$ cat config.mk
export PLATFORM = sky130hd
export DESIGN_NAME = kwm_cell
export DESIGN_NICKNAME = d
export VERILOG_FILES = /design/src/rtl/kwm_pkg.sv /design/src/rtl/kwm_cell.sv
export VERILOG_INCLUDE_DIRS = /design/src /design/src/rtl
export SDC_FILE = /design/constraint.sdc
export NUM_CORES = 1
export LEC_CHECK = 0
export BUFFER_PORTS_ARGS = -buffer_cell sky130_fd_sc_hd__buf_4
export CORE_ASPECT_RATIO = 1.2
export CORE_MARGIN = 2
export CORE_UTILIZATION = 65
export DETAILED_ROUTE_END_ITERATION = 10
export GPL_TIMING_DRIVEN = 0
export PLACE_DENSITY = 0.95
export SLEW_MARGIN = 20
export SYNTH_ARGS = -nofsm -noshare
export SYNTH_HDL_FRONTEND = slang
export SYNTH_SLANG_ARGS = --single-unit
$ cat constraint.sdc
create_clock -name clk -period 6.4 [get_ports clk]
set_input_delay 1.28 -clock clk [delete_from_list [all_inputs] [get_ports clk]]
set_output_delay 1.28 -clock clk [all_outputs]
set_load 0.005 [all_outputs]
$ cat src/rtl/assert_macros.svh
// Assertion macros shared by the keyword matcher RTL.
`ifndef ASSERT_MACROS_SVH
`define ASSERT_MACROS_SVH
`ifndef ASSERT_OFF
// Checked while out of reset.
`define KWM_ASSERT(lbl, prop, msg) \
	lbl: assert property (@(posedge clk) disable iff (!arst_n) prop) else $error(msg);
// Checked on every edge, reset included.
`define KWM_ASSERT_ALWAYS(lbl, prop, msg) \
	lbl: assert property (@(posedge clk) prop) else $error(msg);
`else
`define KWM_ASSERT(lbl, prop, msg)
`define KWM_ASSERT_ALWAYS(lbl, prop, msg)
`endif
`endif

$ cat src/rtl/kwm_pkg.sv
// Types and constants of the multi-keyword stream matcher.
`default_nettype none
package kwm_pkg;
	localparam int NUM_KEYS    = 32;
	localparam int MAX_KEY_LEN = 16;
	localparam int POS_WIDTH   = 32;

	localparam int KIND_W      = 2;
	localparam int SLOT_W      = 5;
	localparam int CHAR_POS_W  = 4;
	localparam int BYTE_W      = 8;
	localparam int KEY_LEN_W   = 5;
	localparam int KEY_INDEX_W = 5;
	localparam int MATCH_W     = 32;
	localparam int CFG_W       = 6;

	localparam int LEN_W     = $clog2(MAX_KEY_LEN + 1);
	localparam int TREE_LVLS = (NUM_KEYS > 1) ? $clog2(NUM_KEYS) : 1;
	localparam int LEAVES    = 1 << TREE_LVLS;
	localparam int IDX_W     = TREE_LVLS;

	typedef enum logic [KIND_W-1:0] {
		KIND_KEY_BYTE = 2'd0,
		KIND_KEY_LEN  = 2'd1,
		KIND_TEXT     = 2'd2
	} kind_t;

	// Broadcast from the top level to every cell.
	typedef struct packed {
		logic                  key_wr;
		logic                  len_wr;
		logic                  text;
		logic                  sot;
		logic [CHAR_POS_W-1:0] char_pos;
		logic [BYTE_W-1:0]     byte_value;
		logic [LEN_W-1:0]      len;
	} cell_cmd_t;

	typedef struct packed {
		logic             hit;
		logic [LEN_W-1:0] len;
	} cell_stat_t;

	typedef struct packed {
		logic             vld;
		logic [LEN_W-1:0] len;
		logic [IDX_W-1:0] idx;
	} cand_t;
endpackage
`default_nettype wire

$ cat src/rtl/kwm_cell.sv
// One keyword slot: stored bytes, length and shift-and partial match vector.
`default_nettype none
`include "assert_macros.svh"
module kwm_cell import kwm_pkg::*; (
	input  logic       clk,
	input  logic       arst_n,
	input  cell_cmd_t  cmd,
	input  logic       sel,
	input  logic       active,
	input  logic       clear_all,
	output cell_stat_t stat
);
	logic [BYTE_W-1:0]      kbyte_q [MAX_KEY_LEN];
	logic [LEN_W-1:0]       len_q;
	logic [MAX_KEY_LEN-1:0] partial_q;

	logic [MAX_KEY_LEN-1:0] lenmask;
	logic [MAX_KEY_LEN-1:0] lastmask;
	logic [MAX_KEY_LEN-1:0] eq;
	logic [MAX_KEY_LEN-1:0] part_eff;
	logic [MAX_KEY_LEN-1:0] alive;
	logic [MAX_KEY_LEN-1:0] part_nxt;

	always_comb begin
		for (int j = 0; j < MAX_KEY_LEN; j++) begin
			lenmask[j]  = LEN_W'(j) < len_q;
			lastmask[j] = LEN_W'(j + 1) == len_q;
			eq[j]       = kbyte_q[j] == cmd.byte_value;
		end
		part_eff = cmd.sot ? '0 : partial_q;
		// bit 0 always armed: every text byte may start a match
		alive    = (part_eff | MAX_KEY_LEN'(1)) & eq & lenmask;
		part_nxt = (alive << 1) & lenmask;
	end

	assign stat.hit = active && (|(alive & lastmask));
	assign stat.len = len_q;

	always_ff @(posedge clk) begin
		if (cmd.key_wr && sel) begin
			for (int j = 0; j < MAX_KEY_LEN; j++) begin
				if (32'(cmd.char_pos) == j) begin
					kbyte_q[j] <= cmd.byte_value;
				end
			end
		end
	end

	always_ff @(posedge clk or negedge arst_n) begin
		if (!arst_n) begin
			len_q     <= '0;
			partial_q <= '0;
		end else if (cmd.len_wr && sel) begin
			len_q     <= cmd.len;
			partial_q <= '0;
		end else if (cmd.text) begin
			partial_q <= (clear_all || !active) ? '0 : part_nxt;
		end
	end

	`KWM_ASSERT(a_len_wr_clears, cmd.len_wr && sel |=> partial_q == '0, "length write left partials")
	`KWM_ASSERT(a_hit_clears, cmd.text && clear_all |=> partial_q == '0, "hit did not clear partials")
	`KWM_ASSERT(a_within_len, (partial_q & ~lenmask) == '0, "partial bit beyond keyword length")
endmodule
`default_nettype wire

==> impl_metrics.env, run 1 <==
export IMPL_clkLatencyLatePin_ns=0.43
export IMPL_cap_violations=0
export IMPL_io_pins=32
export IMPL_arrival_ns=3.67
export IMPL_fillCellCount=566
export IMPL_leakage_uw=0.002591
export IMPL_synth_nets=505
export IMPL_worst_slew_pin_slew_ns=0.8702
export IMPL_htree_levels=4
export IMPL_min_period_over_period_pct=77.35
export IMPL_path_class="input pin to output pin"
export IMPL_place_gp_congestion=0.9837
export IMPL_final_layout_size_suffix_gt1_share_pct=16.97
export IMPL_max_slew_margin_rel_pct=41.77
export IMPL_wl_per_cell_um=25.98
export IMPL_m1WireLength_mm=6.366
export IMPL_grt_first_pass_wirelength_mm=25.93
export IMPL_wl_met2_mm=8.450
export IMPL_grt_overflow=0
export IMPL_yosys_warnings=0
export IMPL_routed_wl_mm=17.36
export IMPL_die_h_um=115.4
export IMPL_power_density_nw_per_um2=289.3
export IMPL_first_iter_violations=552
export IMPL_yosysTopAreaCell="edfxtp_1"
export IMPL_rsz0062_at_grt="false"
export IMPL_critPathMaxFanout=17
export IMPL_num_rows=40
export IMPL_ys_async_sr_fraction_pct=13.51
export IMPL_hold_viol=0
export IMPL_min_from="partial_q[5]$_DFFE_PN0P_"
export IMPL_via_per_inst=6.528
export IMPL_cp_start_kind="input pin"
export IMPL_grt_max_degree=21
export IMPL_hp_class="flop to flop"
export IMPL_reg2reg_depth=6
export IMPL_peakVddDrop_v=0.0002300
export IMPL_cts_path_max_buffers=2
export IMPL_wl_met3_mm=1.616
export IMPL_grt_pass1_vias=4378
export IMPL_fin_skew_ns=0.01084
export IMPL_cts_resized=0
export IMPL_dieArea_um2=11180
export IMPL_max_stage_delay_ns=0.65
export IMPL_drc_errors=0
export IMPL_numCtsBuffers=17
export IMPL_synth_top_flop_cell="edfxtp_1"
export IMPL_clock_sinks=148
export IMPL_nNetsFinal=555
export IMPL_cts_tree="built"
export IMPL_drv_slew=0
export IMPL_routed_top_layer="met4"
export IMPL_end_kind="output pin"
export IMPL_fp_coreArea_um2=10060
export IMPL_slowest_stage="nor4_1"
export IMPL_hpwlAfterDp_mm=11.25
export IMPL_fin_cells=668
export IMPL_synth_most_common_cell="edfxtp_1"
export IMPL_syn_area_um2=6728
export IMPL_avgSynthCellArea_um2=14.05
export IMPL_synth_edf_count=128
export IMPL_post_dp_cell_area_um2=7123
export IMPL_syn_inst=479
export IMPL_period_needed_ns=4.951
export IMPL_drt_first_pass_iters=5
export IMPL_required_ns=5.12
export IMPL_cts_hold_fix_buffers=0
export IMPL_grt_use_total_pct=32.18
export IMPL_port_buffers=31
export IMPL_dieWidth_um=96.87
export IMPL_status="finished, final reports clean"
export IMPL_dp_cells=636
export IMPL_synth_top_area_share_pct=57.13
export IMPL_crit_reg2reg_launch="len_q[4]$_DFFE_PN0P_"
export IMPL_timing_hold_ws_ns=0.4800
export IMPL_yosys_top_cells_count="edfxtp_1 (128), xnor2_1 (84), xor2_1 (44)"
export IMPL_setup_violations=0
export IMPL_fin_area_um2=7686
export IMPL_cpMostUsedCell="buf_4"
export IMPL_start_util_pct=66.88
export IMPL_ant_nets=0
export IMPL_crit_chain="buf_4 -> buf_6 -> buf_4 -> xor2_1 -> nor4_1 -> nand4_1 -> o311ai_0 -> o41a_1 -> buf_4"
export IMPL_clkSlewWorstSetupHoldPaths_ns=0.06
export IMPL_critPathLaunch="cmd[12]"
export IMPL_area_delta_synth_final_pct=14.25
export IMPL_whs_path_depth=2
export IMPL_antenna_found_initial=0
export IMPL_max_freq_mhz=202.0
export IMPL_synthDistinctLibCells=43
export IMPL_antennaDiodeCount=0
export IMPL_via_count=4361
export IMPL_synth_area_leaders="edfxtp_1 (57%), xnor2_1 (11%), dfrtp_1 (7.4%)"
export IMPL_post_cts_buffers=0
export IMPL_ys_ff_latch=148
export IMPL_tns_ns=0
export IMPL_ys_seq_area_share_pct=64.57
export IMPL_clockRootBuffer="clkbuf_16"
layout by cell type, fill, tap and decap left out, types with 5 or more instances in the layout:
cell | netlist | layout
dfrtp_1 | 20 | 20
clkbuf_16 | 0 | 17
nand4_1 | 23 | 23
mux2_2 | 5 | 5
nand2b_1 | 5 | 5
nor3_1 | 14 | 10
buf_4 | 8 | 39
edfxtp_1 | 128 | 128
clkbuf_1 | 5 | 6
a21oi_1 | 7 | 7
nor2_1 | 22 | 22
nand3_1 | 11 | 11
clkinv_2 | 0 | 7
o31ai_1 | 5 | 5
xor2_1 | 44 | 44
xnor2_1 | 84 | 84
nor4_1 | 14 | 14
buf_6 | 10 | 10
nand2_1 | 26 | 26
metal layers:
layer	GRT usage [%]	vias up
met5	0	-
met4	19.81	0
met3	6.755	74
met2	52.13	318
met1	40.46	2109
li1	-	1860
critical path, delay by kind of cell:
| family | cells | cell delay, ns |
|---|---|---|
| AND/OR/NAND/NOR | 2 | 0.89 |
| XOR/XNOR | 1 | 0.12 |
| buffers and inverters | 4 | 0.78 |
| AO/OA/AOI/OAI | 2 | 0.59 |
flip-flops by register name, summed over array words and instances, names as in the netlist:
register   count
kbyte_q      128
len_q          5
partial_q     15
metrics by stage:
| stage | total power (uW) | utilization, % | setup WS (ns) |
|---|---|---|---|
| 6_report | 2223 | 76.41 | 1.449 |
| 5_1_grt | 2273 | 76.41 | 1.328 |
| 4_1_cts | 2215 | 76.26 | 1.544 |
| 3_5_place_dp | 1290 | 70.81 | 1.582 |
| 3_3_place_gp | 1283 | 70.76 | 1.542 |
| 2_1_floorplan | 1210 | - | 2.468 |
power by group:
group          leakage (uW)  internal [uW]  switching (uW)  total [uW]
Combinational      0.000893           75.2             127         202
Sequential          0.00142           1060            11.5        1080
Clock              0.000277            562             383         946
worst paths after layout:
| path | slack (ns) | end |
|---|---|---|
| min reg2reg | 0.48 | partial_q[5]$_DFFE_PN0P_ |
| min in group asynchronous | 0.73 | len_q[3]$_DFFE_PN0P_ |
| min | 0.48 | partial_q[5]$_DFFE_PN0P_ |
| max reg2reg | 4.41 | partial_q[14]$_DFFE_PN0P_ |
| max in group asynchronous | 5.43 | partial_q[4]$_DFFE_PN0P_ |
| max | 1.45 | stat[5] |
kinds of logic after synthesis:
| family | after synthesis | share of synthesized area [%] |
|---|---|---|
| XOR/XNOR | 128 | 16.66 |
| buffers and inverters | 25 | 2.994 |
| flip-flops | 148 | 64.57 |
| multiplexers | 6 | 0.9856 |
| AO/OA/AOI/OAI | 35 | 4.073 |
| AND/OR/NAND/NOR | 137 | 10.71 |
area by class of cell:
cell class | count | area [um2] | share of cell area (%)
repair buffers | 31 | 232.7 | 3.028
flip-flops and latches | 148 | 4344 | 56.52
multi-input cells | 306 | 2202 | 28.65
clock buffers | 18 | 429.2 | 5.584
well taps | 126 | 157.7 | 2.051
plain buffers | 25 | 201.4 | 2.621
clock inverters | 14 | 118.9 | 1.546
(Power assumes the default switching activity.)
==> run 2: changes to the inputs <==
ABC_AREA = 1   (was default)
CORE_UTILIZATION = 62   (was 65)
PLACE_DENSITY = 0.92   (was 0.95)
clock period = 4.82 ns   (was 6.4 ns; I/O delays follow)
==> impl_metrics.env, run 2 <==
export IMPL_ys_seq_area_share_pct=59.14
export IMPL_setup_violations=0
export IMPL_place_gp_congestion=0.9737
export IMPL_syn_area_um2=7346
export IMPL_reg2reg_depth=6
export IMPL_required_ns=3.86
export IMPL_cap_violations=0
export IMPL_nNetsFinal=893
export IMPL_rsz0062_at_grt="false"
export IMPL_drv_slew=0
export IMPL_ys_ff_latch=148
export IMPL_p_int_uw=2256
export IMPL_max_slew_margin_rel_pct=38.23
export IMPL_ant_nets=0
export IMPL_cts_resized=0
export IMPL_hold_viol=0
export IMPL_layout_commonest_cell="nand2_1"
export IMPL_max_stage_delay_ns=0.40
export IMPL_path_depth=13
export IMPL_top_regs="kbyte_q (128), partial_q (15), len_q (5)"
export IMPL_yosys_top_cells_count="nand2_1 (272), edfxtp_1 (128), nor2_1 (125)"
export IMPL_drt_first_pass_iters=6
export IMPL_wl_per_cell_um=20.38
export IMPL_synth_top_area_share_pct=52.32
export IMPL_area_delta_synth_final_pct=13.64
export IMPL_power_uw=3018
export IMPL_leakage_uw=0.003606
export IMPL_power_density_nw_per_um2=361.5
export IMPL_dieWidth_um=103.4
export IMPL_cp_start_kind="input pin"
export IMPL_end_kind="output pin"
export IMPL_antenna_found_initial=0
export IMPL_final_layout_size_suffix_gt1_share_pct=11.93
export IMPL_max_freq_mhz=256.5
export IMPL_fp_coreArea_um2=11570
export IMPL_synth_area_leaders="edfxtp_1 (52%), nand2_1 (14%), dfrtp_1 (6.8%)"
export IMPL_pwr_share_seq_pct=47.3
export IMPL_io_pins=32
export IMPL_post_cts_buffers=0
export IMPL_worst_slew_pin_slew_ns=0.9231
export IMPL_largest_register="kbyte_q"
export IMPL_ys_async_sr_fraction_pct=13.51
export IMPL_yosys_warnings=0
export IMPL_first_iter_violations=1065
export IMPL_clockRootBuffer="clkbuf_16"
export IMPL_num_rows=43
export IMPL_synthDistinctLibCells=29
export IMPL_grt_overflow=0
export IMPL_via_count=6156
export IMPL_grt_first_pass_wirelength_mm=32.06
export IMPL_clkSlewWorstSetupHoldPaths_ns=0.06
export IMPL_cts_path_max_buffers=2
export IMPL_period_needed_ns=3.899
export IMPL_arrival_ns=2.93
export IMPL_grt_use_total_pct=35.44
export IMPL_htree_levels=4
export IMPL_cp_endpoint="stat[5]"
export IMPL_p_switching_uw=762.1
export IMPL_drc_errors=0
export IMPL_hpwlAfterDp_mm=13.41
export IMPL_crit_buf_inv=4
export IMPL_routed_wl_mm=21.14
export IMPL_critPathMaxFanout=20
export IMPL_path_class="input pin to output pin"
export IMPL_tns_ns=0
export IMPL_power_share_clock_pct=43.5
export IMPL_clock_sinks=148
export IMPL_cts_hold_fix_buffers=0
export IMPL_grt_pass1_vias=5877
export IMPL_synth_nets=844
export IMPL_numCtsBuffers=17
export IMPL_cts_tree="built"
export IMPL_grt_max_degree=21
export IMPL_synth_edf_count=128
export IMPL_synth_most_common_cell="nand2_1"
export IMPL_antennaDiodeCount=0
export IMPL_r2r_slack_ns=3.29
export IMPL_mostFrequentLayoutCells="nand2_1 (272), edfxtp_1 (128), nor2_1 (125)"
export IMPL_crit_reg2reg_launch="len_q[0]$_DFFE_PN0P_"
export IMPL_start_util_pct=63.50
export IMPL_crit_family="simple AND/OR/NAND/NOR gates"
export IMPL_p_comb_share_pct=9.1
export IMPL_avgSynthCellArea_um2=8.980
export IMPL_clkLatencyLatePin_ns=0.43
export IMPL_yosysTopAreaCell="edfxtp_1"
export IMPL_status="finished, final reports clean"
export IMPL_die_h_um=123.2
export IMPL_hp_class="input pin to async pin"
export IMPL_critPathLaunch="cmd[8]"
export IMPL_slowest_stage="nor2_1"
export IMPL_cpMostUsedCell="nor2_1"
export IMPL_synth_top_flop_cell="edfxtp_1"
export IMPL_syn_inst=818
export IMPL_largest_reg_flops=128
export IMPL_via_per_inst=5.936
export IMPL_crit_chain="buf_4 -> inv_1 -> buf_4 -> nand2_1 -> o211ai_1 -> nor2_1 -> nand3_1 -> nand2_1 -> nor2_1 -> nand2_1 -> nor2_1 -> nor2_1 -> buf_4"
export IMPL_p_sw_share_pct=25.25
export IMPL_min_period_over_period_pct=80.89
export IMPL_fin_skew_ns=0.008342
export IMPL_peakVddDrop_v=0.0002984
export IMPL_rr_endpoint="partial_q[5]$_DFFE_PN0P_"
export IMPL_port_buffers=30
export IMPL_dieArea_um2=12740
run 2: cell count changes after synthesis, moves of 7 or more:
cell | before | now
nor4_1 | 14 | 2
nand4_1 | 23 | 11
nor2_1 | 22 | 125
xor2_1 | 44 | 13
nand3_1 | 11 | 32
buf_2 | 2 | 9
inv_1 | 0 | 91
o21ai_0 | 4 | 28
xnor2_1 | 84 | 25
inv_2 | 0 | 9
nand2_1 | 26 | 272
buf_6 | 10 | 0
a21oi_1 | 7 | 0
run 2: kinds of logic (layout without fill, tap and decap cells):
logic type	Yosys count	count (layout)	synth area share (%)
xor gates and xnor gates	38	38	4.531
and+or+nand+nor	464	464	25.46
AOI/OAI and AO/OA	48	48	4.071
buffers and inverters	120	182	6.796
DFF	148	148	59.14
run 2: worst min path at each step:
stage | start | endpoint | slack [ns] | depth (start not counted)
after global routing | arst_n | partial_q[14]$_DFFE_PN0P_ | 0.43 | 1
after global placement | partial_q[1]$_DFFE_PN0P_ | partial_q[1]$_DFFE_PN0P_ | 0.47 | 2
after CTS | arst_n | partial_q[11]$_DFFE_PN0P_ | 0.42 | 1
after floorplan | partial_q[7]$_DFFE_PN0P_ | partial_q[7]$_DFFE_PN0P_ | 0.45 | 2
after detailed placement | partial_q[1]$_DFFE_PN0P_ | partial_q[1]$_DFFE_PN0P_ | 0.47 | 2
final | arst_n | partial_q[11]$_DFFE_PN0P_ | 0.41 | 1
run 2: routing by layer:
metal	wire (um)	part of all wire (%)	vias up	GRT usage, %
met5	0	0	-	0
met4	1586	7.5	0	24.26
met3	2685	13	127	9.836
met2	9721	46	525	54.84
met1	7143	34	2781	42.82
li1	-	-	2723	-
run 2: per-stage QoR:
| step | std cells | setup WS, ns | utilization, % | instance area (um2) | hold WS (ns) |
|---|---|---|---|---|---|
| 3_3_place_gp | 1005 | 1.035 | 67.15 | 7767 | 0.4669 |
| 4_1_cts | 1037 | 1.005 | 72.17 | 8348 | 0.4200 |
| 5_1_grt | 1037 | 0.8034 | 72.17 | 8348 | 0.4339 |
| 6_report | 1037 | 0.9212 | 72.17 | 8348 | 0.4120 |
| 2_1_floorplan | 818 | 1.882 | - | 7346 | 0.4499 |
| 3_5_place_dp | 1005 | 1.024 | 67.15 | 7767 | 0.4746 |
run 2: final cells by class:
type	instances	area, um2
clock buffer	17	425.4
timing repair buffer	30	225.2
fill	728	3219
inverter	100	375.4
sequential	148	4344
tap	157	196.4
multi-input combinational	550	2502
clock inverter	15	155.1
buffer	20	123.9
run 2: worst reg2reg max path, delay by kind of cell (launching register included):
kind	cells	cell delay [ns]
and+or+nand+nor	4	0.63
AOI/OAI and AO/OA	1	0.10
buffers and inverters	1	0.17
DFF	1	0.56
run 2: power groups by stage:
| stage | logic, uW | clock network, uW | registers (uW) |
|---|---|---|---|
| after global routing | 298 | 1350 | 1430 |
| after global placement | 256 | 0 | 1450 |
| after CTS | 267 | 1300 | 1430 |
| final | 276 | 1310 | 1430 |
| after detailed placement | 261 | 0 | 1450 |
| after floorplan | 153 | 0 | 1450 |
