`src/rtl/assert_macros.svh`:
```
// Assertion macros shared by the keyword matcher RTL.
`ifndef ASSERT_MACROS_SVH
`define ASSERT_MACROS_SVH
`ifndef ASSERT_OFF
// Checked while out of reset.
`define KWM_ASSERT(lbl, prop, msg) \
	lbl: assert property (@(posedge clk) disable iff (!arst_n) prop) else $error(msg);
// Checked on every edge, reset included.
`define KWM_ASSERT_ALWAYS(lbl, prop, msg) \
	lbl: assert property (@(posedge clk) prop) else $error(msg);
`else
`define KWM_ASSERT(lbl, prop, msg)
`define KWM_ASSERT_ALWAYS(lbl, prop, msg)
`endif
`endif

```
`src/rtl/kwm_pkg.sv`:
```
// Types and constants of the multi-keyword stream matcher.
`default_nettype none
package kwm_pkg;
	localparam int NUM_KEYS    = 32;
	localparam int MAX_KEY_LEN = 16;
	localparam int POS_WIDTH   = 32;

	localparam int KIND_W      = 2;
	localparam int SLOT_W      = 5;
	localparam int CHAR_POS_W  = 4;
	localparam int BYTE_W      = 8;
	localparam int KEY_LEN_W   = 5;
	localparam int KEY_INDEX_W = 5;
	localparam int MATCH_W     = 32;
	localparam int CFG_W       = 6;

	localparam int LEN_W     = $clog2(MAX_KEY_LEN + 1);
	localparam int TREE_LVLS = (NUM_KEYS > 1) ? $clog2(NUM_KEYS) : 1;
	localparam int LEAVES    = 1 << TREE_LVLS;
	localparam int IDX_W     = TREE_LVLS;

	typedef enum logic [KIND_W-1:0] {
		KIND_KEY_BYTE = 2'd0,
		KIND_KEY_LEN  = 2'd1,
		KIND_TEXT     = 2'd2
	} kind_t;

	// Broadcast from the top level to every cell.
	typedef struct packed {
		logic                  key_wr;
		logic                  len_wr;
		logic                  text;
		logic                  sot;
		logic [CHAR_POS_W-1:0] char_pos;
		logic [BYTE_W-1:0]     byte_value;
		logic [LEN_W-1:0]      len;
	} cell_cmd_t;

	typedef struct packed {
		logic             hit;
		logic [LEN_W-1:0] len;
	} cell_stat_t;

	typedef struct packed {
		logic             vld;
		logic [LEN_W-1:0] len;
		logic [IDX_W-1:0] idx;
	} cand_t;
endpackage
`default_nettype wire

```
`src/rtl/kwm_pick.sv`:
```
// Registered selection tree: shortest hit keyword, lowest slot on a tie, plus output register.
`default_nettype none
module kwm_pick import kwm_pkg::*; (
	input  logic                   clk,
	input  logic                   arst_n,
	input  logic                   adv,
	input  logic                   leaf_vld,
	input  cell_stat_t             stat [NUM_KEYS],
	input  logic [POS_WIDTH-1:0]   pos,
	output logic                   out_vld,
	output logic [KEY_INDEX_W-1:0] key_index,
	output logic [MATCH_W-1:0]     match_start,
	output logic [MATCH_W-1:0]     match_end
);
	// heap layout: node 0 is the root, leaves start at LEAVES-1
	cand_t                node_s [2*LEAVES-1];
	logic                 vld_s  [TREE_LVLS+1];
	logic [POS_WIDTH-1:0] pos_s  [TREE_LVLS+1];

	logic                   out_vld_q;
	logic [KEY_INDEX_W-1:0] key_index_q;
	logic [MATCH_W-1:0]     match_start_q;
	logic [MATCH_W-1:0]     match_end_q;

	// left child always holds the lower slots
	function automatic cand_t better(input cand_t a, input cand_t b);
		cand_t r;
		r = (b.vld && (!a.vld || b.len < a.len)) ? b : a;
		return r;
	endfunction

	genvar n;
	for (n = 0; n < 2*LEAVES-1; n++) begin : g_node
		if (n >= LEAVES - 1) begin : g_leaf
			if (n - (LEAVES - 1) < NUM_KEYS) begin : g_used
				always_ff @(posedge clk) begin
					if (adv) begin
						node_s[n].vld <= stat[n-(LEAVES-1)].hit;
						node_s[n].len <= stat[n-(LEAVES-1)].len;
						node_s[n].idx <= IDX_W'(n - (LEAVES - 1));
					end
				end
			end else begin : g_pad
				always_ff @(posedge clk) begin
					if (adv) begin
						node_s[n] <= '0;
					end
				end
			end
		end else begin : g_inner
			always_ff @(posedge clk) begin
				if (adv) begin
					node_s[n] <= better(node_s[2*n+1], node_s[2*n+2]);
				end
			end
		end
	end

	always_ff @(posedge clk or negedge arst_n) begin
		if (!arst_n) begin
			for (int l = 0; l <= TREE_LVLS; l++) begin
				vld_s[l] <= 1'b0;
			end
		end else if (adv) begin
			vld_s[0] <= leaf_vld;
			for (int l = 1; l <= TREE_LVLS; l++) begin
				vld_s[l] <= vld_s[l-1];
			end
		end
	end

	always_ff @(posedge clk) begin
		if (adv) begin
			pos_s[0] <= pos;
			for (int l = 1; l <= TREE_LVLS; l++) begin
				pos_s[l] <= pos_s[l-1];
			end
		end
	end

	always_ff @(posedge clk or negedge arst_n) begin
		if (!arst_n) begin
			out_vld_q <= 1'b0;
		end else if (adv) begin
			out_vld_q <= vld_s[TREE_LVLS];
		end
	end

	always_ff @(posedge clk) begin
		if (adv) begin
			key_index_q   <= KEY_INDEX_W'(node_s[0].idx);
			match_start_q <= MATCH_W'(pos_s[TREE_LVLS] - POS_WIDTH'(node_s[0].len)
				+ POS_WIDTH'(1));
			match_end_q   <= MATCH_W'(pos_s[TREE_LVLS] + POS_WIDTH'(1));
		end
	end

	assign out_vld     = out_vld_q;
	assign key_index   = key_index_q;
	assign match_start = match_start_q;
	assign match_end   = match_end_q;
endmodule
`default_nettype wire

```
`config.mk`:
```
export PLATFORM = sky130hd
export DESIGN_NAME = kwm_pick
export DESIGN_NICKNAME = d
export VERILOG_FILES = /design/src/rtl/assert_macros.svh /design/src/rtl/kwm_pkg.sv /design/src/rtl/kwm_pick.sv
export SDC_FILE = /design/constraint.sdc
export NUM_CORES = 1
export LEC_CHECK = 0
export BUFFER_PORTS_ARGS = -buffer_cell sky130_fd_sc_hd__buf_2
export CAP_MARGIN = 20
export CORE_MARGIN = 3
export CORE_UTILIZATION = 35
export CTS_BUF_LIST = sky130_fd_sc_hd__clkbuf_4 sky130_fd_sc_hd__clkbuf_8
export DETAILED_ROUTE_END_ITERATION = 10
export GPL_ROUTABILITY_DRIVEN = 0
export PLACE_DENSITY = 0.53
export SKIP_CTS_REPAIR_TIMING = 1
export SYNTH_ARGS = -nofsm -noshare
export SYNTH_HDL_FRONTEND = slang
export SYNTH_SLANG_ARGS = --single-unit
```
`constraint.sdc`:
```
create_clock -name clk -period 3.3 [get_ports clk]
set_input_delay 0.66 -clock clk [delete_from_list [all_inputs] [get_ports clk]]
set_output_delay 0.66 -clock clk [all_outputs]
set_load 0.005 [all_outputs]
```
==> out/results.tsv, run 1 <==
metric	value	unit
status	completed	
initial antenna violation count	2	
clock share of power	36.6	%
Routed Antenna Nets	0	
Crit path top cell by count	inv_1	
largest net degree at the start of global routing	92	
CTS clk-pin slew, worst paths	0.07	ns
P_sw	0.005055	W
Synth top area share	70.36	%
Residual DRC	0	
final wirelength	56870	um
Hold Path Class	in -> reg	
Die Footprint	0.08828	mm2
WP data arrival	3.50	ns
Slowest-stage cell, CP	a2111o_1	
top post-synthesis cells by area	edfxtp_1 70%, ha_1 7.8%, mux2_2 7.1%	
yosys warns	0	
crit path buf inv count	3	
CTS max path bufs	3	
Worst EP required	3.87	ns
first-pass GRT wire length	89920	um
H-tree depth	3	
DRT Pass-1 Iters	5	
grt met1 use	15.86	%
fillers	7796	
nets	2681	
syn_area_per_cell	16.23	um2
TritonCTS clock tree	done	
WL/cell	16.26	um
most numerous cell in the Yosys netlist	edfxtp_1	
sequential cell area	0.02105	mm2
Place WS	0.3853	ns
largest area contributor in the netlist	edfxtp_1	
worst setup path class	reg -> reg	
area occupied by multi-input gates	0.007810	mm2
EDFF count, synth	695	
Synth Net Count	2243	
pwr dens	606.5	mW/mm2
GR peak layer	met2	
Leakage	14.15	nW
Post-Syn Area	0.02966	mm2
area of the core	0.08382	mm2
Post-synth top flop	edfxtp_1	
via count	15636	
Final min period	2.933	ns
Global Route met2 Usage	21.94	%
vias in the first global route	16775	
CP startpoint kind	flop	
max-capacitance violation count	0	
# clock sinks	702	
Logic pwr share	10.9	%
M3 GR Usage	3.153	%
P_int	0.01635	W
setup TNS	0	ns
Worst Tran Pin Value	0.8546	ns
1st-iter DRT viols	806	
Yosys cell types	56	
die width	297.1	um
fin crit share	88.88	%
Crit path max-delay family	compound AO/OA/AOI/OAI gates	
clk_lat worst skew	0.73	ns
worst setup margin	0.3669	ns
Final Max Tran Viols	0	
Final Core Density	42.10	%
most frequent cells after synthesis	695 x edfxtp_1, 200 x inv_1, 188 x mux2_2, 186 x ha_1, 103 x nand2_1	
Max Clock Skew	0.02908	ns
CTS Buf Count	118	
Final setup viols	0	
I/O pin total	298	
RSZ-0062 raised after global routing	false	
clock tree root driver cell	clkbuf_8	
sw frac	23.62	%
Mapped Cells	1828	
FF+latch count, synth	702	
Synth-to-Final Area Change	18.97	%
# port buffers	297	
FP Rows	106	
Vias per Instance	4.471	
Crit. End Element	flop	
sequential power share	52.5	%
Final Hold Vio Count	0	
post-synthesis sequential area ratio	70.95	%
Max VDD drop	0.3597	mV
Post-synth ARST share	0.9972	%
f_max	340.9	MHz
layout cell share with drive strength beyond 1	31.05	%
placed wire-length estimate	40340	um
crit-path max cell delay	0.47	ns
GRT Residual Overflow	0	
crit path cell chain	inv_1 -> ha_1 -> inv_1 -> ha_1 -> inv_1 -> fa_1 -> and2b_1 -> o31a_1 -> o2111ai_4 -> nand2_1 -> a2111o_1 -> nand3_1	
GRT Util Overall	12.83	%
Die Y	297.1	um
relative slew slack	42.78	%
critical path peak fanout	5	
Initial Util	35.39	%
-- power groups by stage --
stage	Clock, W	Combinational (W)	Sequential (W)
after floorplan	0	0.00149	0.0113
after global placement	0	0.00231	0.0114
after detailed placement	0	0.00236	0.0114
after CTS	0.00820	0.00239	0.0113
after global routing	0.00861	0.00267	0.0113
final	0.00783	0.00234	0.0112
-- cell type report --
class,count,area share (%)
sequential,702,59.63
clock inverter,66,1.560
timing repair buffer,328,5.254
tap,1134,4.020
multi-input combinational,916,22.13
inverter,200,2.127
antenna,2,0.01418
clock buffer,149,5.261
-- placed cells by master, fill, tap and decap left out, drive strengths merged, types with 3 or more instances in the layout --
cell	instances
a211oi	8
a21o	65
a21oi	65
a311oi	3
and2	6
and2b	3
and3	7
and4	5
buf	323
bufinv	8
clkbuf	149
clkinv	51
dfrtp	7
dlygate4sd3	5
edfxtp	695
ha	186
inv	206
mux2	188
nand2	103
nand2b	33
nand3	10
nand4	14
nor2	27
nor2b	3
nor3	8
nor4	3
o211ai	35
o21a	8
o21ai	20
o31ai	3
or2	33
or3	3
xnor2	43
xor2	11
-- cell families after synthesis --
logic type	share of synthesized area (%)
XOR/XNOR	1.594
AO/OA/AOI/OAI	5.289
multiplexers	7.137
AND/OR/NAND/NOR	4.395
adder cells (fa/ha/maj)	7.913
buffers and inverters	2.725
flip-flops	70.95
-- metal layers --
metal	wire, um	share of wire [%]	vias to the layer above
li1	-	-	7737
met1	24560	43	7424
met2	28110	49	358
met3	2715	4.8	117
met4	1486	2.6	0
met5	0	0	-
-- worst reg2reg max path: stages (launching register included) --
cell and delay (ns):
edfxtp_1 0.37, inv_1 0.05, ha_1 0.26, inv_1 0.04, ha_1 0.20, inv_1 0.07
fa_1 0.20, and2b_1 0.21, o31a_1 0.32, o2111ai_4 0.31, nand2_1 0.22, a2111o_1 0.47
nand3_1 0.09
-- stage by stage --
stage	total power, W	hold WS [ns]	instance area (um2)	cells
final	0.02140	0.1037	35290	3497
after global routing	0.02260	-0.001806	35290	3497
after CTS	0.02184	-0.3543	35240	3490
after detailed placement	0.01379	0.4045	32830	3275
after global placement	0.01372	0.4011	32830	3275
after floorplan	0.01275	0.3644	29660	1828
-- worst paths after layout --
path	slack, ns	depth (start not counted)	end	startpoint
setup / recovery	0.37	12	match_start[19]$_DFFE_PP_	pos_s[5][1]$_DFFE_PP_
hold / removal	0.10	1	pos_s[0][15]$_DFFE_PP_	pos[15]
setup reg to reg	0.37	12	match_start[19]$_DFFE_PP_	pos_s[5][1]$_DFFE_PP_
hold reg to reg	0.41	0	pos_s[5][12]$_DFFE_PP_	pos_s[4][12]$_DFFE_PP_
max in group asynchronous	2.81	2	vld_s[3]$_DFFE_PN0P_	arst_n
min in group asynchronous	0.33	2	out_vld$_DFFE_PN0P_	arst_n
-- sequential cells by signal, indices dropped and copies added, names as in the netlist --
register	count
key_index	5
match_end	32
match_start	32
node_s	434
out_vld	1
pos_s	192
vld_s	6
Note: power is estimated with default switching activity, not from simulation.
==> run 2, diff against run 1 <==
--- a/config.mk
+++ b/config.mk
@@ -13,6 +13,7 @@
 export DETAILED_ROUTE_END_ITERATION = 10
 export GPL_ROUTABILITY_DRIVEN = 0
 export PLACE_DENSITY = 0.53
+export RECOVER_POWER = 100
 export SKIP_CTS_REPAIR_TIMING = 1
 export SYNTH_ARGS = -nofsm -noshare
 export SYNTH_HDL_FRONTEND = slang
==> out/results.tsv, run 2 (synthesis results as in run 1) <==
metric	value	unit	change
final instance area	0.03497	mm2	-0.92%
DRT Pass-1 Iters	5		unchanged
M3 GR Usage	3.153	%	unchanged
TritonCTS clock tree	done		
Worst Tran Pin Value	1.534	ns	+0.6797 ns
f_max	342.4	MHz	+0.44%
vias in the first global route	16775		unchanged
CTS Buf Count	118		unchanged
critical path peak fanout	5		unchanged
Max VDD drop	0.3608	mV	+0.32%
flip-flop count of the largest register after layout	434		unchanged
fin crit share	88.49	%	-0.39 points
commonest non-fill, non-tap cell in the layout	edfxtp_1		
GRT Util Overall	12.83	%	unchanged
largest registers	node_s (434), pos_s (192)		
worst setup margin	0.3798	ns	+0.01293 ns
CP startpoint kind	flop		
status	finished with violations		
dpl cell area	0.03283	mm2	unchanged
Global Route met2 Usage	21.94	%	unchanged
GR peak layer	met2		
Max Clock Skew	0.02958	ns	+0.0005047 ns
Final Hold Vio Count	0		unchanged
grt met1 use	15.86	%	unchanged
area of the core	0.08382	mm2	unchanged
clk_lat worst skew	0.73	ns	about the same
Residual DRC	0		unchanged
fillers	7874		+1.0%
final wirelength	56840	um	about the same
CTS max path bufs	3		unchanged
Leakage	13.79	nW	-2.6%
Final Max Tran Viols	81		+81
violated checks	capacitance limit, slew limit		
Initial Util	35.39	%	unchanged
fin cells	3497		unchanged
setup TNS	0	ns	unchanged
relative slew slack	-2.285	%	-45 points
Die Footprint	0.08828	mm2	unchanged
GRT Residual Overflow	0		unchanged
nets	2681		unchanged
Design Power	0.02133	W	-0.35%
clock tree root driver cell	clkbuf_8		
initial antenna violation count	2		unchanged
max-capacitance violation count	2		+2
Die Y	297.1	um	unchanged
worst setup path class	reg -> reg		
placed cells	3275		unchanged
Vias per Instance	4.477		+0.12%
Most flops, register	node_s		
Place WS	0.3853	ns	unchanged
die width	297.1	um	unchanged
CTS clk-pin slew, worst paths	0.06	ns	about the same
H-tree depth	3		unchanged
# clock sinks	702		unchanged
layout cell share with drive strength beyond 1	24.48	%	-6.6 points
I/O pin total	298		unchanged
placed wire-length estimate	40340	um	unchanged
WL/cell	16.25	um	about the same
Crit. End Element	flop		
pwr dens	609.9	mW/mm2	+0.57%
RSZ-0062 raised after global routing	false		
Hold Path Class	in -> reg		
via count	15655		+0.12%
Final min period	2.920	ns	-0.01293 ns
Worst EP required	3.87	ns	about the same
FP Rows	106		unchanged
1st-iter DRT viols	808		+0.25%
largest net degree at the start of global routing	92		unchanged
# port buffers	297		unchanged
Synth-to-Final Area Change	17.88	%	
Final setup viols	0		unchanged
Routed Antenna Nets	0		unchanged
first-pass GRT wire length	89920	um	unchanged
most used cells in the layout excluding fill and tap cells	695 x edfxtp_1, 205 x buf_2, 200 x inv_1, 186 x ha_1, 145 x mux2_2		
WP data arrival	3.49	ns	about the same
-- run 2: cell count changes in the layout (fill, tap and decap cells not counted), moves of 3 or more --
cell      previous run  this run
and2_0               0         4
and2_1               6         2
buf_12               9         1
buf_2              296       205
buf_4               17         0
clkbuf_1             0       106
clkbuf_2             0         8
mux2_1               0        43
mux2_2             188       145
o211ai_1            32        35
o211ai_2             3         0
-- run 2: path summary, 6_finish.rpt --
kind                       slack (ns)                        end  cells past startpoint                   start
max                              0.38  match_start[19]$_DFFE_PP_                     12   pos_s[5][1]$_DFFE_PP_
max in group asynchronous        2.62       vld_s[3]$_DFFE_PN0P_                      2                  arst_n
min in group asynchronous        0.40        out_vld$_DFFE_PN0P_                      2                  arst_n
min                              0.10     pos_s[0][15]$_DFFE_PP_                      1                 pos[15]
max reg2reg                      0.38  match_start[19]$_DFFE_PP_                     12   pos_s[5][1]$_DFFE_PP_
min reg2reg                      0.41     pos_s[5][12]$_DFFE_PP_                      0  pos_s[4][12]$_DFFE_PP_
-- run 2: metrics by stage --
stage | utilization (%) | hold slack (ns)
after floorplan | - | 0.3644
after global placement | 39.17 | 0.4011
after detailed placement | 39.17 | 0.4045
after CTS | 42.04 | -0.3543
after global routing | 41.72 | -0.001806
final | 41.72 | 0.1045
-- run 2: metal layers --
metal  up-vias  wire (um)
met5         -          0
met4         0       1487
met3       117       2745
met2       363      28180
met1      7426      24430
li1       7749          -
-- run 2: layout make-up --
class	instances	area, um2	share of cell area (%)
diodes	2	5.005	0.01431
clock buffers	149	1857	5.310
clock inverters	66	550.5	1.574
inverters	200	750.7	2.147
multi-input cells	916	7786	22.27
flip-flops and latches	702	21050	60.19
well taps	1134	1419	4.058
repair buffers	328	1553	4.441
-- run 2: where the power goes --
part	internal, W	total (W)	leakage [nW]	switching (W)
clock network	0.00434	0.00783	1.26	0.00348
registers	0.0109	0.0113	6.86	0.000394
logic	0.00108	0.00225	5.67	0.00117
total	0.0163	0.0213	13.8	0.00505
-- run 2: critical path, cell delays in order, from the launching register on --
cell       delay (ns)
edfxtp_1         0.37
inv_1            0.05
ha_1             0.26
inv_1            0.04
ha_1             0.20
inv_1            0.07
fa_1             0.20
and2b_1          0.21
o31a_1           0.32
o2111ai_4        0.30
nand2_1          0.21
a2111o_1         0.46
nand3_1          0.09
==> run 3, diff against run 2 <==
--- a/config.mk
+++ b/config.mk
@@ -13,7 +13,7 @@
 export DETAILED_ROUTE_END_ITERATION = 10
 export GPL_ROUTABILITY_DRIVEN = 0
 export PLACE_DENSITY = 0.53
-export RECOVER_POWER = 100
+export RECOVER_POWER = 25
 export SKIP_CTS_REPAIR_TIMING = 1
 export SYNTH_ARGS = -nofsm -noshare
 export SYNTH_HDL_FRONTEND = slang
==> out/results.tsv, run 3 (synthesis results as in run 1) <==
metric	value	unit	change
Worst R2R Path Depth	12		unchanged
WP data arrival	3.52	ns	+0.03 ns
initial antenna violation count	2		unchanged
R2R Setup Slk	0.35	ns	-0.03 ns
Hold Path End	node_s[1][314]$_DFFE_PP_		
Crit path max-delay family	compound AO/OA/AOI/OAI gates		
Final setup viols	0		unchanged
Final Hold Vio Count	0		unchanged
# port buffers	297		unchanged
critical path peak fanout	5		unchanged
clk_lat worst skew	0.73	ns	about the same
f_max	339.0	MHz	-1.0%
Max VDD drop	0.3610	mV	about the same
DRT Pass-1 Iters	5		unchanged
crit path cell chain	inv_1 -> ha_1 -> inv_1 -> ha_1 -> inv_1 -> fa_1 -> and2b_1 -> o31a_1 -> o2111ai_4 -> nand2_1 -> a2111o_1 -> nand3_1		
largest net degree at the start of global routing	92		unchanged
most used cells in the layout excluding fill and tap cells	695 x edfxtp_1, 257 x buf_2, 200 x inv_1, 188 x mux2_2, 186 x ha_1		
status	finished with violations		
TritonCTS clock tree	done		
Residual DRC	0		unchanged
first-pass GRT wire length	89920	um	unchanged
fin crit share	89.38	%	+0.89 points
Design Power	0.02140	W	+0.34%
crit-path max cell delay	0.47	ns	about the same
1st-iter DRT viols	830		+2.7%
Routed Antenna Nets	0		unchanged
Max Clock Skew	0.02767	ns	-0.001906 ns
worst setup margin	0.3504	ns	-0.02940 ns
CTS Buf Count	118		unchanged
commonest non-fill, non-tap cell in the layout	edfxtp_1		
Final min period	2.950	ns	+0.02940 ns
hold depth	1		unchanged
WL/cell	16.26	um	about the same
Final Max Tran Viols	48		-41%
Worst Tran Pin Value	1.696	ns	+0.1621 ns
FP Rows	106		unchanged
flip-flop count of the largest register after layout	434		unchanged
area of the core	0.08382	mm2	unchanged
Vias per Instance	4.472		-0.11%
violated checks	capacitance limit, slew limit		
Die Y	297.1	um	unchanged
GRT Util Overall	12.83	%	unchanged
worst setup path class	reg -> reg		
die width	297.1	um	unchanged
I/O pin total	298		unchanged
RSZ-0062 raised after global routing	false		
r2r endpoint	match_start[19]$_DFFE_PP_		
pwr dens	607.4	mW/mm2	-0.42%
via count	15638		-0.11%
nets	2681		unchanged
relative slew slack	-13.09	%	-11 points
placed cells	3275		unchanged
fin cells	3497		unchanged
# clock sinks	702		unchanged
Crit. End Element	flop		
CP startpoint kind	flop		
reg2reg start	pos_s[5][1]$_DFFE_PP_		
GRT Residual Overflow	0		unchanged
final instance area	0.03523	mm2	+0.76%
Most flops, register	node_s		
CTS clk-pin slew, worst paths	0.07	ns	about the same
clock tree root driver cell	clkbuf_8		
largest registers	node_s (434), pos_s (192)		
final wirelength	56850	um	about the same
max-capacitance violation count	1		-1
dpl cell area	0.03283	mm2	unchanged
Hold Path Class	in -> reg		
crit path buf inv count	3		unchanged
Synth-to-Final Area Change	18.77	%	
placed wire-length estimate	40340	um	unchanged
Worst EP required	3.87	ns	about the same
CTS max path bufs	3		unchanged
Place WS	0.3853	ns	unchanged
Hold Crit Start	stat[13]		
vias in the first global route	16775		unchanged
Leakage	14.04	nW	+1.9%
layout cell share with drive strength beyond 1	29.39	%	+4.9 points
setup TNS	0	ns	unchanged
Slowest-stage cell, CP	a2111o_1		
Crit path top cell by count	inv_1		
H-tree depth	3		unchanged
Die Footprint	0.08828	mm2	unchanged
Initial Util	35.39	%	unchanged
## run 3: worst max-delay path by stage
stage | startpoint | end | slack (ns) | depth (start not counted)
detailed placement | pos_s[5][1]$_DFFE_PP_ | match_start[19]$_DFFE_PP_ | 0.39 | 12
floorplan | pos_s[5][1]$_DFFE_PP_ | match_start[23]$_DFFE_PP_ | 0.72 | 12
finish | pos_s[5][1]$_DFFE_PP_ | match_start[19]$_DFFE_PP_ | 0.35 | 12
global placement | pos_s[5][1]$_DFFE_PP_ | match_start[23]$_DFFE_PP_ | 0.45 | 12
global route | pos_s[5][1]$_DFFE_PP_ | match_start[19]$_DFFE_PP_ | 0.23 | 12
CTS | pos_s[5][1]$_DFFE_PP_ | match_start[19]$_DFFE_PP_ | 0.37 | 12
## run 3: layout make-up
class,instances,area (um2)
flip-flops and latches,702,21050
clock buffers,149,1857
repair buffers,328,1795
diodes,2,5.005
inverters,200,750.7
clock inverters,66,550.5
multi-input cells,916,7810
fillers,7811,48590
well taps,1134,1419
## run 3: power by group
group	switching [W]	leakage, nW	internal, W	total [W]
Sequential	0.000391	6.86	0.0108	0.0112
Clock	0.00349	1.26	0.00434	0.00783
Combinational	0.00118	5.93	0.00115	0.00233
Total	0.00506	14.0	0.0163	0.0214
## run 3: layer usage
| metal | up-vias | wire length, um | GRT usage (%) |
|---|---|---|---|
| met4 | 0 | 1518 | 4.471 |
| met2 | 351 | 28060 | 21.94 |
| met5 | - | 0 | 0 |
| met3 | 121 | 2685 | 3.153 |
| met1 | 7431 | 24580 | 15.86 |
| li1 | 7735 | - | - |
## run 3: worst reg2reg max path, cell delays in order (launching register included)
cell and delay (ns):
edfxtp_1 0.37, inv_1 0.05, ha_1 0.26, inv_1 0.04, ha_1 0.20, inv_1 0.07
fa_1 0.20, and2b_1 0.21, o31a_1 0.32, o2111ai_4 0.32, nand2_1 0.22, a2111o_1 0.47
nand3_1 0.10
## run 3: through the flow
| step | hold slack, ns | utilization, % |
|---|---|---|
| after detailed placement | 0.4045 | 39.17 |
| after floorplan | 0.3644 | - |
| after global routing | -0.001806 | 42.03 |
| final | 0.1039 | 42.03 |
| after CTS | -0.3543 | 42.04 |
| after global placement | 0.4011 | 39.17 |
